`config.mk`:
```
export PLATFORM = sky130hd
export DESIGN_NAME = ultrasonic_echo_ranger
export DESIGN_NICKNAME = d
export VERILOG_FILES = /design/src/rtl/core/ulr_pkg.sv /design/src/rtl/core/ulr_sdiv.sv /design/src/rtl/core/ultrasonic_echo_ranger.sv
export SDC_FILE = /design/constraint.sdc
export NUM_CORES = 1
export LEC_CHECK = 0
export ABC_AREA = 1
export CELL_PAD_IN_SITES_DETAIL_PLACEMENT = 0
export CELL_PAD_IN_SITES_GLOBAL_PLACEMENT = 2
export CORE_UTILIZATION = 42
export DETAILED_ROUTE_END_ITERATION = 12
export DONT_BUFFER_PORTS = 1
export PLACE_DENSITY_LB_ADDON = 0.1
export SLEW_MARGIN = 20
export SYNTH_ARGS = -nofsm -noshare
export SYNTH_HDL_FRONTEND = slang
export SYNTH_HIERARCHICAL = 1
export SYNTH_SLANG_ARGS = --single-unit
```
`constraint.sdc`:
```
create_clock -name clk_i -period 5.3 [get_ports clk_i]
set_clock_uncertainty 0.1 [all_clocks]
set_input_delay 0.265 -clock clk_i [delete_from_list [all_inputs] [get_ports clk_i]]
set_output_delay 0.265 -clock clk_i [all_outputs]
set_load 0.01 [all_outputs]
```
`src/rtl/core/ulr_pkg.sv`:
```
`timescale 1ns / 1ps

package ulr_pkg;

  // Field widths
  localparam int unsigned RANGE_W   = 16;  // range in cm, also divider dividend
  localparam int unsigned DIVR_W    = 8;   // divisor and remainder
  localparam int unsigned TRIG_W    = 8;   // trigger length register
  localparam int unsigned MAXC_W    = 16;  // out-of-range limit register
  localparam int unsigned HUND_W    = 10;  // hundreds field
  localparam int unsigned DIGIT_W   = 4;   // tens and ones fields
  localparam int unsigned CFG_W     = 16;  // widest register
  localparam int unsigned CFG_IDX_W = 2;

  // Register indexes
  localparam logic [CFG_IDX_W-1:0] CFG_TRIGGER_TICKS = 2'd0;
  localparam logic [CFG_IDX_W-1:0] CFG_MAX_COUNT     = 2'd1;
  localparam logic [CFG_IDX_W-1:0] CFG_TICKS_PER_CM  = 2'd2;

  // Register reset values
  localparam logic [TRIG_W-1:0] TRIGGER_TICKS_RST = 8'd11;
  localparam logic [MAXC_W-1:0] MAX_COUNT_RST     = 16'd38000;
  localparam logic [DIVR_W-1:0] TICKS_PER_CM_RST  = 8'd59;

  // Decimal base for digit extraction
  localparam logic [DIVR_W-1:0] DEC_BASE = 8'd10;

  typedef struct packed {
    logic               start;
    logic [RANGE_W-1:0] dividend;
    logic [DIVR_W-1:0]  divisor;
  } div_req_t;

  typedef struct packed {
    logic               busy;
    logic               done;
    logic [RANGE_W-1:0] quotient;
    logic [DIVR_W-1:0]  remainder;
  } div_rsp_t;

endpackage

```
`src/rtl/core/ulr_sdiv.sv`:
```
`timescale 1ns / 1ps

// Restoring divider, one quotient bit per cycle through a shift register.
module ulr_sdiv (
  input  logic              clk_i,
  input  logic              rst_ni,
  input  ulr_pkg::div_req_t req_i,
  output ulr_pkg::div_rsp_t rsp_o
);
  import ulr_pkg::*;

  localparam int unsigned CNT_W = $clog2(RANGE_W);
  localparam logic [CNT_W-1:0] LAST_STEP = CNT_W'(RANGE_W - 1);

  logic               busy_q, done_q;
  logic [CNT_W-1:0]   cnt_q;
  logic [RANGE_W-1:0] quo_q;
  logic [DIVR_W-1:0]  rem_q, div_q;
  logic [DIVR_W:0]    trial, diff;
  logic               ge;

  // Trial subtract of the next dividend bit
  always_comb begin
    trial = {rem_q, quo_q[RANGE_W-1]};
    ge    = trial >= {1'b0, div_q};
    diff  = trial - {1'b0, div_q};
  end

  // Step control
  always_ff @(posedge clk_i or negedge rst_ni) begin
    if (!rst_ni) begin
      busy_q <= 1'b0;
      done_q <= 1'b0;
      cnt_q  <= '0;
    end else if (req_i.start) begin
      busy_q <= 1'b1;
      done_q <= 1'b0;
      cnt_q  <= '0;
    end else if (busy_q) begin
      cnt_q <= cnt_q + 1'b1;
      if (cnt_q == LAST_STEP) begin
        busy_q <= 1'b0;
        done_q <= 1'b1;
      end
    end else begin
      done_q <= 1'b0;
    end
  end

  // Shift quotient bits in, keep partial remainder
  always_ff @(posedge clk_i) begin
    if (req_i.start) begin
      quo_q <= req_i.dividend;
      rem_q <= '0;
      div_q <= req_i.divisor;
    end else if (busy_q) begin
      quo_q <= {quo_q[RANGE_W-2:0], ge};
      rem_q <= ge ? diff[DIVR_W-1:0] : trial[DIVR_W-1:0];
    end
  end

  assign rsp_o.busy      = busy_q;
  assign rsp_o.done      = done_q;
  assign rsp_o.quotient  = quo_q;
  assign rsp_o.remainder = rem_q;

endmodule

```
`src/rtl/core/ultrasonic_echo_ranger.sv`:
```
`timescale 1ns / 1ps

// Ultrasonic echo ranger. Every transfer on the input stream is one timer tick with
// the sampled echo level, and every tick yields exactly one output transfer. The block
// drives trigger for trigger_ticks ticks, waits for echo, counts ticks while echo is high
// (saturating at 2^COUNT_WIDTH-1) and reports distance = count / ticks_per_cm plus its
// hundreds, tens and ones digits on the tick where echo falls; a count at or above
// max_count reports range 0 with out_of_range set. Ordinary ticks and out-of-range
// readings are offered in the cycle after their input transfer. An in-range reading is
// offered once one shared bit-serial divider has run three passes of 16 steps each
// (count by ticks_per_cm, then twice by ten for the digits), and no new tick is taken
// meanwhile. A finished result sits in an output register, and a tick is taken only when
// it is empty or read. Write registers only while idle; the block does not enforce it.
module ultrasonic_echo_ranger #(
  parameter int unsigned COUNT_WIDTH = 16
) (
  input  logic                          clk_i,
  input  logic                          rst_ni,
  // configuration writes
  input  logic                          cfg_we_i,
  input  logic [ulr_pkg::CFG_IDX_W-1:0] cfg_idx_i,
  input  logic [ulr_pkg::CFG_W-1:0]     cfg_wdata_i,
  // tick stream
  input  logic                          s_axis_tvalid,
  output logic                          s_axis_tready,
  input  logic [7:0]                    s_axis_tdata,  // [0] echo_level, [7:1] zero
  // result stream
  output logic                          m_axis_tvalid,
  input  logic                          m_axis_tready,
  // [0] trigger_out, [16:1] range_cm, [17] out_of_range, [27:18] digit_hundreds,
  // [31:28] digit_tens, [35:32] digit_ones, [39:36] zero
  output logic [39:0]                   m_axis_tdata,
  output logic                          m_axis_tuser   // [0] reading_valid
);
  import ulr_pkg::*;

  localparam int unsigned CMP_W = (COUNT_WIDTH > MAXC_W) ? COUNT_WIDTH : MAXC_W;

  typedef enum logic [1:0] {
    PH_TRIGGER = 2'd0,
    PH_WAIT    = 2'd1,
    PH_COUNT   = 2'd2
  } phase_e;

  typedef enum logic [1:0] {
    ST_IDLE  = 2'd0,
    ST_RANGE = 2'd1,
    ST_TENS  = 2'd2,
    ST_HUND  = 2'd3
  } state_e;

  // Configuration registers
  logic [TRIG_W-1:0] trig_ticks_q;
  logic [MAXC_W-1:0] max_count_q;
  logic [DIVR_W-1:0] ticks_cm_q;

  always_ff @(posedge clk_i or negedge rst_ni) begin
    if (!rst_ni) begin
      trig_ticks_q <= TRIGGER_TICKS_RST;
      max_count_q  <= MAX_COUNT_RST;
      ticks_cm_q   <= TICKS_PER_CM_RST;
    end else if (cfg_we_i) begin
      case (cfg_idx_i)
        CFG_TRIGGER_TICKS: trig_ticks_q <= cfg_wdata_i[TRIG_W-1:0];
        CFG_MAX_COUNT:     max_count_q  <= cfg_wdata_i[MAXC_W-1:0];
        CFG_TICKS_PER_CM:  ticks_cm_q   <= cfg_wdata_i[DIVR_W-1:0];
        default: ;
      endcase
    end
  end

  // Measurement state and sequencer
  phase_e                 phase_q, phase_d;
  state_e                 st_q;
  logic [TRIG_W-1:0]      tcnt_q, tcnt_d, tcnt_inc, trig_len;
  logic [COUNT_WIDTH-1:0] ecnt_q, ecnt_d;
  logic                   echo, accept, trig, reading, oor, need_div;

  // Output register
  logic                   m_valid_q, m_valid_d, m_user_q, m_trig_q, m_oor_q;
  logic [RANGE_W-1:0]     m_range_q, range_q;
  logic [HUND_W-1:0]      m_hund_q;
  logic [DIGIT_W-1:0]     m_tens_q, m_ones_q, ones_q;

  div_req_t div_req;
  div_rsp_t div_rsp;

  assign echo          = s_axis_tdata[0];
  assign s_axis_tready = (st_q == ST_IDLE) && (!m_valid_q || m_axis_tready);
  assign accept        = s_axis_tvalid && s_axis_tready;

  // Next measurement state for one tick
  always_comb begin
    phase_d  = phase_q;
    tcnt_d   = tcnt_q;
    ecnt_d   = ecnt_q;
    trig     = 1'b0;
    reading  = 1'b0;
    oor      = CMP_W'(ecnt_q) >= CMP_W'(max_count_q);
    tcnt_inc = tcnt_q + 1'b1;
    trig_len = (trig_ticks_q == '0) ? TRIG_W'(1) : trig_ticks_q;
    case (phase_q)
      PH_WAIT: begin
        if (echo) begin
          phase_d = PH_COUNT;
          ecnt_d  = COUNT_WIDTH'(1);
        end
      end
      PH_COUNT: begin
        if (echo) begin
          if (ecnt_q != '1) ecnt_d = ecnt_q + 1'b1;
        end else begin
          reading = 1'b1;
          phase_d = PH_TRIGGER;
          tcnt_d  = '0;
          ecnt_d  = '0;
        end
      end
      default: begin
        trig = 1'b1;
        if (tcnt_inc >= trig_len) begin
          tcnt_d  = '0;
          phase_d = PH_WAIT;
        end else begin
          tcnt_d = tcnt_inc;
        end
      end
    endcase
    need_div = reading && !oor;
  end

  // Divider requests: first pass on the tick, then chained digit passes
  always_comb begin
    div_req.start    = (accept && need_div) ||
                       (div_rsp.done && ((st_q == ST_RANGE) || (st_q == ST_TENS)));
    div_req.dividend = (st_q == ST_IDLE) ? RANGE_W'(ecnt_q) : div_rsp.quotient;
    div_req.divisor  = (st_q != ST_IDLE) ? DEC_BASE :
                       ((ticks_cm_q == '0) ? DIVR_W'(1) : ticks_cm_q);
  end

  ulr_sdiv u_sdiv (
    .clk_i  (clk_i),
    .rst_ni (rst_ni),
    .req_i  (div_req),
    .rsp_o  (div_rsp)
  );

  // Drop the result on its transfer, raise it when a new one is loaded
  always_comb begin
    m_valid_d = m_valid_q && !m_axis_tready;
    if (((st_q == ST_IDLE) && accept && !need_div) ||
        ((st_q == ST_HUND) && div_rsp.done)) begin
      m_valid_d = 1'b1;
    end
  end

  // Hold state, sequence the divider passes, load the output register
  always_ff @(posedge clk_i or negedge rst_ni) begin
    if (!rst_ni) begin
      phase_q   <= PH_TRIGGER;
      tcnt_q    <= '0;
      ecnt_q    <= '0;
      st_q      <= ST_IDLE;
      m_valid_q <= 1'b0;
    end else begin
      m_valid_q <= m_valid_d;
      case (st_q)
        ST_IDLE: begin
          if (accept) begin
            phase_q <= phase_d;
            tcnt_q  <= tcnt_d;
            ecnt_q  <= ecnt_d;
            if (need_div) begin
              st_q <= ST_RANGE;
            end
          end
        end
        ST_RANGE: if (div_rsp.done) st_q <= ST_TENS;
        ST_TENS:  if (div_rsp.done) st_q <= ST_HUND;
        default: begin
          if (div_rsp.done) begin
            st_q <= ST_IDLE;
          end
        end
      endcase
    end
  end

  // Output payload and intermediate digits
  always_ff @(posedge clk_i) begin
    if (accept && !need_div) begin
      m_trig_q  <= trig;
      m_user_q  <= reading;
      m_oor_q   <= reading;
      m_range_q <= '0;
      m_hund_q  <= '0;
      m_tens_q  <= '0;
      m_ones_q  <= '0;
    end
    if (div_rsp.done) begin
      case (st_q)
        ST_RANGE: range_q <= div_rsp.quotient;
        ST_TENS:  ones_q  <= div_rsp.remainder[DIGIT_W-1:0];
        ST_HUND: begin
          m_trig_q  <= 1'b0;
          m_user_q  <= 1'b1;
          m_oor_q   <= 1'b0;
          m_range_q <= range_q;
          m_hund_q  <= div_rsp.quotient[HUND_W-1:0];
          m_tens_q  <= div_rsp.remainder[DIGIT_W-1:0];
          m_ones_q  <= ones_q;
        end
        default: ;
      endcase
    end
  end

  assign m_axis_tvalid = m_valid_q;
  assign m_axis_tuser  = m_user_q;
  assign m_axis_tdata  = {4'b0, m_ones_q, m_tens_q, m_hund_q, m_oor_q, m_range_q, m_trig_q};

  // Divider never runs while ticks are being taken
  a_div_idle: assert property (@(posedge clk_i) disable iff (!rst_ni)
    (st_q == ST_IDLE) |-> !div_rsp.busy)
    else $error("divider busy while sequencer idle");

  a_div_start: assert property (@(posedge clk_i) disable iff (!rst_ni)
    div_req.start |-> !div_rsp.busy)
    else $error("divider restarted mid-pass");

  a_last_pass: assert property (@(posedge clk_i) disable iff (!rst_ni)
    (div_rsp.done && (st_q == ST_HUND)) |=> m_valid_q)
    else $error("final divider pass did not load the result");

  a_trig_read: assert property (@(posedge clk_i) disable iff (!rst_ni)
    m_valid_q |-> !(m_trig_q && m_user_q))
    else $error("trigger and reading on the same tick");

  a_digits: assert property (@(posedge clk_i) disable iff (!rst_ni)
    (m_valid_q && m_user_q) |-> ((m_tens_q < 4'd10) && (m_ones_q < 4'd10)))
    else $error("decimal digit out of range");

  a_count_nz: assert property (@(posedge clk_i) disable iff (!rst_ni)
    (phase_q == PH_COUNT) |-> (ecnt_q != '0))
    else $error("echo count zero while counting");

endmodule

```
==> metrics.md <==
| Metric | Value |
|---|---|
| Status | `finished, final reports clean` |
| Most frequent cells in the layout | `nand2_1 (289), inv_1 (119), nand3_1 (76)` |
| Layout Nets | `between 1000 and 1500` |
| Antenna Nets Post-Route | `0` |
| Unrepaired setup endpoints after global routing | `false` |
| Buffers on Ports | `0` |
| Drt first-iter violations | `330` |
| Nature of the critical path endpoint | `flop` |
| YS warnings | `6` |
| Clock Tree Buf Depth | `2` |
| Layout cells sized above 1 | `0.0978` |
| Peak supply drop | `0.000219 V` |
| Width of the die | `between 100 and 150 um` |
| Final hold violation count | `0` |
| DIE HEIGHT | `around 140 um` |
| Vias per std cell | `roughly 5` |
| CP max stage cell | `nor2_1` |
| DR vias | `between 6000 and 7000` |
| Cell Pwr Density | `about 540 mW/mm^2` |
| Top Usage Layer GRT | `met2` |
| Max cap viols | `0` |
| Core area | `roughly 0.019 mm^2` |
| Vias in the first global route | `5822` |
| Initial antenna violation count | `0` |
| H-tree levels | `4` |
| Fin Hold WS | `between 70 and 80 ps` |
| Final TNS setup | `0 ps` |
| Cell mode on critical path | `nand2_1` |
| Slew HR | `0.462` |
| Worst Path Arrival | `around 3300 ps` |
| Cell chain of the critical path | `ha_1, nand2_1, inv_1, nand2_1, nor2_1, nor2_1, nand2_1, nand2_1, nand3_1, nand2_1, buf_4, nor2_1, inv_1` |
| Placed Cells | `1164` |
| Final setup vio count | `0` |
| Required time of the critical path | `roughly 5300 ps` |
| Clock transition at path regs | `about 70 ps` |
| Most common cell after layout, fill and taps aside | `nand2_1` |
| Root Driver | `clkbuf_16` |
| CTS tree | `done` |
| Clock sink count | `roughly 160` |
| Period Utilization, post-route | `0.638` |
| DP Worst Slack | `about 1800 ps` |
| First-pass GRT wire length | `29900 um` |
| Mapped Cells | `between 900 and 1000` |
| # DRC | `0` |
| Antenna cells | `0` |
| Largest net degree at the start of global routing | `just under 70` |
| Setup ws final | `1920 ps` |
| CP max stage delay | `between 600 and 700 ps` |
| GR Layer Usage met3 | `0.0361` |
| Worst-Margin Slew | `between 800 and 900 ps` |
| Fill cell count | `between 1500 and 2000` |
| Met1 Use GR | `0.273` |
| GP Congestion | `slightly below 0.8` |
| Avg WL per Cell | `roughly 15 um` |
| Initial Utilization | `0.428` |
| CTS buffer count | `17` |
| Netlist Area Pre-Place | `0.00798 mm^2` |
| Worst setup SP type | `flop` |
| Area Growth Syn to Fin | `11.7%` |
| Final worst path period need | `about 3400 ps` |
| Gr usage total | `0.194` |
| Die area | `between 0.015 and 0.02 mm^2` |
| Syn avg cell area | `about 8.3 um^2` |
| Max Freq | `approximately 300 MHz` |
| Final cell count without fillers | `between 1000 and 1500` |
| HPWL after DPL | `12700 um` |
| Static leakage | `around 4.2 nW` |
| IO Pins | `74` |
| Row count | `50` |
| Worst skew pair latency | `around 430 ps` |
| Pins Over Slew Limit | `0` |
| Met2 global-route usage | `0.298` |
| Routed WL | `between 15000 and 20000 um` |
| Critical path peak fanout | `26` |
| Worst setup path class | `reg -> reg` |
| Hold/Removal Path Class | `in -> reg` |
| Drt pass-1 iters | `5` |
| Total power | `between 0.004 and 0.005 W` |
| Gr ovfl total | `0` |
[power by group]
part	internal [W]	switching, W
combinational	0.000565	0.00104
sequential	0.00165	0.000322
clock	0.000640	0.000561
[worst paths after layout]
| path | start | end | slack, ps | cells after the start |
|---|---|---|---|---|
| max | ecnt_q[5] | u_sdiv/quo_q[10] | 1920 | 13 |
| min | s_axis_tdata[0] | ecnt_q[1] | 70 | 4 |
| max reg2reg | ecnt_q[5] | u_sdiv/quo_q[10] | 1920 | 13 |
| min reg2reg | range_q[2] | m_range_q[2] | 340 | 2 |
| max in group asynchronous | rst_ni | max_count_q[4] | 4470 | 2 |
| min in group asynchronous | rst_ni | ecnt_q[10] | 260 | 2 |
[through the flow]
stage | instance area, um^2 | utilization
after floorplan | 7990 | -
after global placement | 8100 | 0.435
after detailed placement | 8100 | 0.435
after CTS | 8910 | 0.478
after global routing | 8920 | 0.478
final | 8920 | 0.478
[registers in the layout (all words and copies together), names as in the netlist]
name	cells
m_ones_q	4
m_oor_q	1
trig_ticks_q	8
ticks_cm_q	8
m_axis_tuser	1
u_sdiv/done_q	1
u_sdiv/quo_q	16
st_q	2
m_range_q	16
m_tens_q	4
m_hund_q	10
tcnt_q	8
u_sdiv/busy_q	1
ecnt_q	16
m_axis_tvalid	1
m_trig_q	1
u_sdiv/cnt_q	4
phase_q	2
u_sdiv/div_q	8
max_count_q	16
u_sdiv/rem_q	8
range_q	16
ones_q	4
[worst max-delay path: cells and delay by family (launching register included)]
family | cells | cell delay, ps
AND/OR/NAND/NOR | 9 | 1210
buffers and inverters | 3 | 820
adder cells (fa/ha/maj) | 1 | 360
flip-flops | 1 | 510
[per-layer routing]
layer / wire length (um) / vias to the layer above
met5: 0 / -
met4: 231 / 0
li1: - / 3115
met1: 8900 / 2761
met3: 673 / 16
met2: 7870 / 124
[layout make-up]
class	instances	area (um^2)	area share
clock buffers	18	439	0.0492
clock inverters	14	151	0.0170
inverters	125	472	0.0529
multi-input cells	644	3390	0.380
flip-flops and latches	156	3920	0.439
well taps	234	293	0.0328
repair buffers	25	255	0.0286
[repair_timing]
| action | CTS | global route |
|---|---|---|
| resized for setup | 0 | 0 |
| setup endpoints to repair | 0 | 0 |
| hold endpoints to repair | 107 | 0 |
| buffers inserted | 0 | 0 |
| hold buffers | 20 | 0 |
Note: power is estimated with default switching activity, not from simulation.
